--- src/hdl/sdss_pkg.sv ---
package sdss_pkg;

  // Sizes of the stored batch and of the fields
  localparam int unsigned MaxReq  = 16;
  localparam int unsigned TrackW  = 16;
  localparam int unsigned CntW    = $clog2(MaxReq + 1);
  localparam int unsigned IdxW    = $clog2(MaxReq);
  localparam int unsigned DiskW   = 17;
  localparam int unsigned TotalW  = 21;
  localparam int unsigned CfgIdxW = 1;
  localparam int unsigned OutDataW = 72;

  // Configuration register indexes
  localparam logic [CfgIdxW-1:0] RegDiskSize  = 1'b0;
  localparam logic [CfgIdxW-1:0] RegHeadStart = 1'b1;

  // Control broadcast from the sequencer to every cell
  typedef struct packed {
    logic              ins;  // insert key into the sorted row
    logic              clr;  // empty the row
    logic [TrackW-1:0] key;  // insertion value, or head start when counting
  } chain_ctrl_t;

endpackage

--- src/hdl/sdss_cell.sv ---
module sdss_cell
  import sdss_pkg::*;
(
  input  logic              clk_i,
  input  logic              rst_ni,
  input  chain_ctrl_t       ctrl_i,
  input  logic              left_gt_i,
  input  logic              left_valid_i,
  input  logic [TrackW-1:0] left_val_i,
  output logic              gt_o,
  output logic              lt_o,
  output logic              valid_o,
  output logic [TrackW-1:0] val_o
);

  logic              valid_q, valid_d;
  logic [TrackW-1:0] val_q, val_d;

  // An empty cell counts as larger than any key
  assign gt_o    = !valid_q || (val_q > ctrl_i.key);
  assign lt_o    = valid_q && (val_q < ctrl_i.key);
  assign valid_o = valid_q;
  assign val_o   = val_q;

  // Shift right from the left neighbour, or take the key at the gap
  always_comb begin
    valid_d = valid_q;
    val_d   = val_q;
    if (ctrl_i.clr) begin
      valid_d = 1'b0;
    end else if (ctrl_i.ins && gt_o) begin
      if (left_gt_i) begin
        valid_d = left_valid_i;
        val_d   = left_val_i;
      end else begin
        valid_d = 1'b1;
        val_d   = ctrl_i.key;
      end
    end
  end

  always_ff @(posedge clk_i or negedge rst_ni) begin
    if (!rst_ni) begin
      valid_q <= 1'b0;
    end else begin
      valid_q <= valid_d;
    end
  end

  always_ff @(posedge clk_i) begin
    val_q <= val_d;
  end

endmodule

--- src/hdl/sdss_chain.sv ---
module sdss_chain
  import sdss_pkg::*;
(
  input  logic              clk_i,
  input  logic              rst_ni,
  input  chain_ctrl_t       ctrl_i,
  input  logic [IdxW-1:0]   rd_idx_i,
  output logic [TrackW-1:0] rd_val_o,
  output logic [CntW-1:0]   below_cnt_o
);

  logic [MaxReq-1:0]              gt;
  logic [MaxReq-1:0]              lt;
  logic [MaxReq-1:0]              valid;
  logic [MaxReq-1:0][TrackW-1:0]  val;

  // Row of sorted cells, smallest at cell 0
  for (genvar i = 0; i < MaxReq; i++) begin : g_cell
    if (i == 0) begin : g_first
      sdss_cell u_cell (
        .clk_i,
        .rst_ni,
        .ctrl_i,
        .left_gt_i    (1'b0),
        .left_valid_i (1'b0),
        .left_val_i   ('0),
        .gt_o         (gt[i]),
        .lt_o         (lt[i]),
        .valid_o      (valid[i]),
        .val_o        (val[i])
      );
    end else begin : g_next
      sdss_cell u_cell (
        .clk_i,
        .rst_ni,
        .ctrl_i,
        .left_gt_i    (gt[i-1]),
        .left_valid_i (valid[i-1]),
        .left_val_i   (val[i-1]),
        .gt_o         (gt[i]),
        .lt_o         (lt[i]),
        .valid_o      (valid[i]),
        .val_o        (val[i])
      );
    end
  end

  // Single read port for the schedule walk
  assign rd_val_o    = val[rd_idx_i];
  // Stored requests below the key
  assign below_cnt_o = CntW'($countones(lt));

endmodule

--- src/hdl/scan_disk_seek_scheduler.sv ---
// Loading: a request item is taken by insertion into the sorted cell row.
// After the item marked tlast, the StPrep state counts the requests below the head start;
// then one move leaves per cycle while the result side is ready: up to 17 moves.
// Throughput: one request per cycle while loading; no request is taken during the walk.
// Reset (rst_ni low, asynchronous): row empty, disk_size 200, head_start 0, idle.
module scan_disk_seek_scheduler
  import sdss_pkg::*;
(
  input  logic                clk_i,
  input  logic                rst_ni,
  // Request stream
  input  logic                s_axis_tvalid,
  output logic                s_axis_tready,
  input  logic [15:0]         s_axis_tdata,   // [15:0] request_track
  input  logic                s_axis_tlast,   // last_request
  // Move stream
  output logic                m_axis_tvalid,
  input  logic                m_axis_tready,
  output logic [OutDataW-1:0] m_axis_tdata,   // [15:0] from_track, [31:16] to_track,
                                              // [47:32] move_distance,
                                              // [68:48] total_distance, rest zero
  output logic                m_axis_tlast,   // last_move
  output logic                m_axis_tuser,   // [0] requests_dropped
  // Configuration writes
  input  logic                cfg_valid_i,
  output logic                cfg_ready_o,
  input  logic [CfgIdxW-1:0]  cfg_index_i,
  input  logic [DiskW-1:0]    cfg_data_i
);

  localparam logic [1:0] StIdle = 2'd0;
  localparam logic [1:0] StPrep = 2'd1;
  localparam logic [1:0] StUp   = 2'd2;
  localparam logic [1:0] StDown = 2'd3;

  logic [1:0]        state_q, state_d;
  logic [DiskW-1:0]  disk_q;
  logic [TrackW-1:0] head_q;
  logic [CntW-1:0]   cnt_q;
  logic              ovf_q;
  logic [CntW-1:0]   p_q;
  logic [CntW-1:0]   idx_q;
  logic [TrackW-1:0] end_q;
  logic [TrackW-1:0] cur_q;
  logic [TotalW-1:0] total_q;

  logic              out_valid_q;
  logic [TrackW-1:0] out_from_q, out_to_q, out_dist_q;
  logic [TotalW-1:0] out_total_q;
  logic              out_last_q, out_drop_q;

  logic [TrackW-1:0] end_w, h_w, t_sat, rd_val, to_w, dist_w;
  logic [CntW-1:0]   below_cnt;
  logic [TotalW-1:0] total_w;
  logic              accept_in, full, step, at_end, mv_last;
  chain_ctrl_t       ctrl;

  // Last track of the disk, saturated to the track range
  always_comb begin
    if (disk_q == '0) begin
      end_w = '0;
    end else if (disk_q > DiskW'({TrackW{1'b1}}) + DiskW'(1)) begin
      end_w = '1;
    end else begin
      end_w = TrackW'(disk_q - DiskW'(1));
    end
  end

  assign h_w   = (head_q > end_w) ? end_w : head_q;
  assign t_sat = (s_axis_tdata > end_w) ? end_w : s_axis_tdata;

  assign s_axis_tready = (state_q == StIdle);
  assign accept_in     = s_axis_tvalid && s_axis_tready;
  assign full          = (cnt_q == CntW'(MaxReq));
  assign cfg_ready_o   = 1'b1;

  // Configuration registers
  always_ff @(posedge clk_i or negedge rst_ni) begin
    if (!rst_ni) begin
      disk_q <= DiskW'(200);
      head_q <= '0;
    end else if (cfg_valid_i) begin
      case (cfg_index_i)
        RegDiskSize:  disk_q <= cfg_data_i;
        RegHeadStart: head_q <= cfg_data_i[TrackW-1:0];
        default: ;
      endcase
    end
  end

  // Move generation
  assign step    = ((state_q == StUp) || (state_q == StDown)) &&
                   (!out_valid_q || m_axis_tready);
  assign at_end  = (state_q == StUp) && (idx_q == cnt_q);
  assign to_w    = at_end ? end_q : rd_val;
  assign dist_w  = (to_w >= cur_q) ? (to_w - cur_q) : (cur_q - to_w);
  assign total_w = total_q + TotalW'(dist_w);
  assign mv_last = (state_q == StUp) ? (at_end && (p_q == '0)) : (idx_q == '0);

  assign ctrl.key = (state_q == StIdle) ? t_sat : h_w;
  assign ctrl.ins = accept_in && !full;
  assign ctrl.clr = step && mv_last;

  sdss_chain u_chain (
    .clk_i,
    .rst_ni,
    .ctrl_i      (ctrl),
    .rd_idx_i    (idx_q[IdxW-1:0]),
    .rd_val_o    (rd_val),
    .below_cnt_o (below_cnt)
  );

  // Sequencer next state
  always_comb begin
    state_d = state_q;
    case (state_q)
      StIdle: if (accept_in && s_axis_tlast) state_d = StPrep;
      StPrep: state_d = StUp;
      StUp: begin
        if (step && at_end) state_d = (p_q == '0) ? StIdle : StDown;
      end
      StDown: if (step && mv_last) state_d = StIdle;
      default: state_d = StIdle;
    endcase
  end

  always_ff @(posedge clk_i or negedge rst_ni) begin
    if (!rst_ni) begin
      state_q <= StIdle;
      cnt_q   <= '0;
      ovf_q   <= 1'b0;
      p_q     <= '0;
      idx_q   <= '0;
    end else begin
      state_q <= state_d;
      if (ctrl.ins) cnt_q <= cnt_q + CntW'(1);
      if (accept_in && full) ovf_q <= 1'b1;
      if (state_q == StPrep) begin
        p_q   <= below_cnt;
        idx_q <= below_cnt;
      end else if (step) begin
        if (state_q == StUp) begin
          idx_q <= at_end ? (p_q - CntW'(1)) : (idx_q + CntW'(1));
        end else if (!mv_last) begin
          idx_q <= idx_q - CntW'(1);
        end
      end
      if (ctrl.clr) begin
        cnt_q <= '0;
        ovf_q <= 1'b0;
      end
    end
  end

  // Walk position and running total
  always_ff @(posedge clk_i) begin
    if (state_q == StPrep) begin
      end_q   <= end_w;
      cur_q   <= h_w;
      total_q <= '0;
    end else if (step) begin
      cur_q   <= to_w;
      total_q <= total_w;
    end
  end

  // Output register
  always_ff @(posedge clk_i or negedge rst_ni) begin
    if (!rst_ni) begin
      out_valid_q <= 1'b0;
    end else if (step) begin
      out_valid_q <= 1'b1;
    end else if (m_axis_tready) begin
      out_valid_q <= 1'b0;
    end
  end

  always_ff @(posedge clk_i) begin
    if (step) begin
      out_from_q  <= cur_q;
      out_to_q    <= to_w;
      out_dist_q  <= dist_w;
      out_total_q <= total_w;
      out_last_q  <= mv_last;
      out_drop_q  <= ovf_q;
    end
  end

  assign m_axis_tvalid = out_valid_q;
  assign m_axis_tdata  = {3'b000, out_total_q, out_dist_q, out_to_q, out_from_q};
  assign m_axis_tlast  = out_last_q;
  assign m_axis_tuser  = out_drop_q;

  // Checks
  a_cnt_range: assert property (@(posedge clk_i) disable iff (!rst_ni)
    cnt_q <= CntW'(MaxReq))
    else $error("entry count beyond capacity");

  a_end_clears: assert property (@(posedge clk_i) disable iff (!rst_ni)
    step && mv_last |=> (state_q == StIdle) && (cnt_q == '0) && !ovf_q)
    else $error("batch not cleared after final move");

  a_down_idx: assert property (@(posedge clk_i) disable iff (!rst_ni)
    (state_q == StDown) |-> (p_q != '0) && (idx_q < p_q))
    else $error("downward walk index out of range");

  a_up_idx: assert property (@(posedge clk_i) disable iff (!rst_ni)
    (state_q == StUp) |-> (idx_q <= cnt_q) && (idx_q >= p_q))
    else $error("upward walk index out of range");

endmodule
--- config.mk ---
export PLATFORM = sky130hd
export DESIGN_NAME = scan_disk_seek_scheduler
export DESIGN_NICKNAME = d
export VERILOG_FILES = /design/src/hdl/sdss_pkg.sv /design/src/hdl/sdss_cell.sv /design/src/hdl/sdss_chain.sv /design/src/hdl/scan_disk_seek_scheduler.sv
export SDC_FILE = /design/constraint.sdc
export NUM_CORES = 1
export LEC_CHECK = 0
export ABC_AREA = 1
export ABC_CLOCK_PERIOD_IN_PS = 8000
export BUFFER_PORTS_ARGS = -buffer_cell sky130_fd_sc_hd__buf_4
export CAP_MARGIN = 10
export CORE_UTILIZATION = 45
export CTS_CLUSTER_DIAMETER = 50
export DETAILED_ROUTE_END_ITERATION = 10
export PLACE_DENSITY = 0.62
export SLEW_MARGIN = 20
export SYNTH_ARGS = -nofsm -noshare
export SYNTH_HDL_FRONTEND = slang
export SYNTH_SLANG_ARGS = --single-unit
--- constraint.sdc ---
create_clock -name clk_i -period 8 [get_ports clk_i]
set_clock_uncertainty 0.2 [all_clocks]
set_input_delay 2 -clock clk_i [delete_from_list [all_inputs] [get_ports clk_i]]
set_output_delay 2 -clock clk_i [all_outputs]
set_load 0.1 [all_outputs]
==> results.json <==
{
  "outcome": "complete, but fails checks",
  "failed_checks": "negative setup slack",
  "avgViaCountPerCell": 5.53,
  "wirelength_um": 108000,
  "netlist.area_leader.share": 0.343,
  "antenna_found_initial": 1,
  "fin_util": 0.573,
  "fin_crit_ns": 8.20,
  "cts_made_buffers": 68,
  "worstSetupStartpointType": "flop",
  "synth.area.top_cells": "edfxtp_1 34%, ha_1 14%, nand2_1 11%",
  "hold_path_class": "flop to flop",
  "netlist_instances": 3794,
  "synth_top_area_cell": "edfxtp_1",
  "cpMostUsedCell": "buf_4",
  "instances_no_fill": 5193,
  "yosysUniqueCellTypes": 55,
  "drc": 0,
  "critPathKind": "flop to flop",
  "drv_slew": 0,
  "slew_headroom": 0.297,
  "dr.first_iter.drc_count": 2944,
  "cts_hold_buf": 0,
  "critPathTopFamily": "adder cells",
  "nFillCells": 6168,
  "met3_usage": 0.0553,
  "start_util": 0.457,
  "endpoint_kind": "flop",
  "dpl.cell_count": 4993,
  "gp_congestion": 0.976,
  "critical_path.max_stage_delay_ns": 0.55,
  "tightest_slew_ns": 1.05,
  "syn_avg_cell_area_um2": 8.28,
  "worst_slack_ns": -0.201,
  "grtUsageTotal": 0.302,
  "placed_area_mm2": 0.0355,
  "slowest_stage": "fa_1",
  "grt_overflow": 0,
  "firstDrtPassIters": 6,
  "grt-busiest-layer": "met2",
  "ys_warn_count": 0,
  "grtUsageMet2": 0.476,
  "wl_per_cell_um": 20.8,
  "rsz0062_at_grt": "true",
  "placementRows": 96,
  "grt_pass1_vias": 26717,
  "syn2layout_area_growth_pct": 25.5,
  "htree_num_levels": 3,
  "regArea_mm2": 0.0129,
  "setup_viol": 6,
  "ys_ff_latch": 448,
  "grt_max_degree": 69,
  "die_h_um": 266,
  "place.port_buffers": 112,
  "timing.hold.ws_ns": 0.261,
  "clk_path_buf_depth": 3,
  "root_buffer": "clkbuf_16",
  "drive_gt1_frac": 0.204,
  "grt_pass1_wl_um": 161000,
  "final_nets": 4603,
  "n_antenna_cell": 0,
  "fp.dieW_um": 266,
  "crit_arrival_ns": 8.47,
  "multi_input_comb_area_mm2": 0.0170,
  "path_clk_slew_ns": 0.06,
  "post-dp-hpwl_um": 78500,
  "grt_util_met1": 0.417,
  "ys_seq_area_frac": 0.411,
  "design_area_mm2": 0.0394,
  "tritoncts": "done",
  "cts_sinks": 448,
  "critPathMaxFanout": 19,
  "netlist_area_mm2": 0.0314,
  "worstPathRequired_ns": 8.26,
  "fmax_mhz": 122,
  "die-area_mm2": 0.0709,
  "cp_num_buf_inv": 16,
  "clk_latency_ns": 0.60,
  "coreArea_mm2": 0.0688,
  "min_period_over_period": 1.03,
  "final-hold-violation-count": 0,
  "antenna_left": 0,
  "via_count": 28739,
  "maxCapViolations": 0,
  "io-pin-count": 117
}
[kinds of logic after synthesis]
logic type,after synthesis,share of synthesized area
buffers and inverters,608,0.0801
flip-flops,448,0.411
AO/OA/AOI/OAI,807,0.145
multiplexers,5,0.00159
other,2,0.000239
XOR/XNOR,43,0.0120
AND/OR/NAND/NOR,1526,0.206
adder cells (fa/ha/maj),355,0.145
[synth_stat cells (all sizes together)]
cell type / n
inv: 450
o21a: 20
a31oi: 21
or2: 4
nor3b: 3
o21bai: 3
a211oi: 22
o22ai: 2
dfxtp: 21
xor2: 29
a21boi: 2
buf: 82
nand4: 46
a211o: 8
xnor2: 14
fa: 14
nor3: 25
a22o: 17
a22oi: 1
nor4: 10
ha: 341
o2111a: 1
edfxtp: 359
nand3b: 1
mux2i: 5
o221ai: 15
o2111ai: 2
dfrtp: 65
clkbuf: 73
conb: 2
a21o: 6
clkinv: 3
dfstp: 3
nor2: 227
a21oi: 257
o21ai: 396
a221oi: 8
and2: 1
a2111oi: 2
o211ai: 24
nand2: 960
nand3: 249
[sequential cells by signal, summed over array words and instances (netlist names), 17 cells and up]
| signal | cells |
|---|---|
| out_total_q | 21 |
| total_q | 21 |
| disk_q | 17 |
| u_chain.g_cell.g_next.u_cell.val_o | 240 |
[layout make-up]
| type | instances | share of cell area |
|---|---|---|
| well taps | 931 | 0.0295 |
| inverters | 453 | 0.0440 |
| repair buffers | 496 | 0.106 |
| clock inverters | 41 | 0.0120 |
| multi-input cells | 2740 | 0.432 |
| repair inverters | 1 | 0.000159 |
| clock buffers | 83 | 0.0485 |
| flip-flops and latches | 448 | 0.327 |
[layer usage]
| layer | up-vias | part of all wire |
|---|---|---|
| met3 | 209 | 0.083 |
| met5 | - | 0 |
| met4 | 0 | 0.034 |
| met2 | 1146 | 0.45 |
| li1 | 13832 | - |
| met1 | 13552 | 0.43 |
[worst reg2reg max path: cells and delay by family, from the launching register on]
kind / cells / cell delay [ns]
AO/OA/AOI/OAI: 7 / 1.05
AND/OR/NAND/NOR: 15 / 1.39
flip-flops: 1 / 0.39
adder cells (fa/ha/maj): 9 / 3.34
buffers and inverters: 16 / 1.72
[cell usage in the layout, fill, tap and decap left out, types with 24 or more instances in the layout]
cell type / netlist / layout
nor2_1: 221 / 206
buf_4: 15 / 449
nand2_1: 934 / 904
dfrtp_1: 65 / 63
inv_2: 3 / 25
a21oi_1: 257 / 243
ha_1: 341 / 307
edfxtp_1: 359 / 359
ha_4: 0 / 32
nand4_1: 46 / 46
buf_12: 0 / 28
o21ai_0: 287 / 263
nand2_2: 18 / 43
xor2_1: 29 / 29
inv_1: 447 / 417
o21ai_1: 86 / 104
clkbuf_16: 0 / 73
nand3_1: 234 / 223
o211ai_1: 24 / 24
[timing repair]
item | in CTS | in global routing
resized for setup | 126 | 94
pin swaps | 78 | 68
cloned | 4 | 0
setup endpoints to repair | 8 | 44
setup buffers | 59 | 21
[through the flow]
stage / worst slack [ns] / setup TNS (ns)
final: -0.201 / -0.851
after global routing: -0.545 / -4.24
after CTS: -0.234 / -2.82
after detailed placement: -0.697 / -3.98
after global placement: -0.615 / -3.33
after floorplan: -0.560 / -2.87
[path summary, 6_finish.rpt]
kind / slack [ns] / start / end / depth (start not counted)
min in group asynchronous: 1.15 / rst_ni / u_chain.g_cell[14].g_next.u_cell.valid_o$_DFFE_PN0P_ / 1
worst min-delay path: 0.26 / total_q[15]$_SDFFE_PP0P_ / total_q[15]$_SDFFE_PP0P_ / 2
worst max-delay path: -0.20 / disk_q[0]$_DFFE_PN0P_ / idx_q[2]$_DFFE_PN0P_ / 47
worst min register to register: 0.26 / total_q[15]$_SDFFE_PP0P_ / total_q[15]$_SDFFE_PP0P_ / 2
worst max register to register: -0.20 / disk_q[0]$_DFFE_PN0P_ / idx_q[2]$_DFFE_PN0P_ / 47
max in group asynchronous: 5.37 / rst_ni / disk_q[9]$_DFFE_PN0P_ / 2
Power is not shown: default switching activity piles up to over one toggle a cycle in this logic, so the estimate is an artifact.
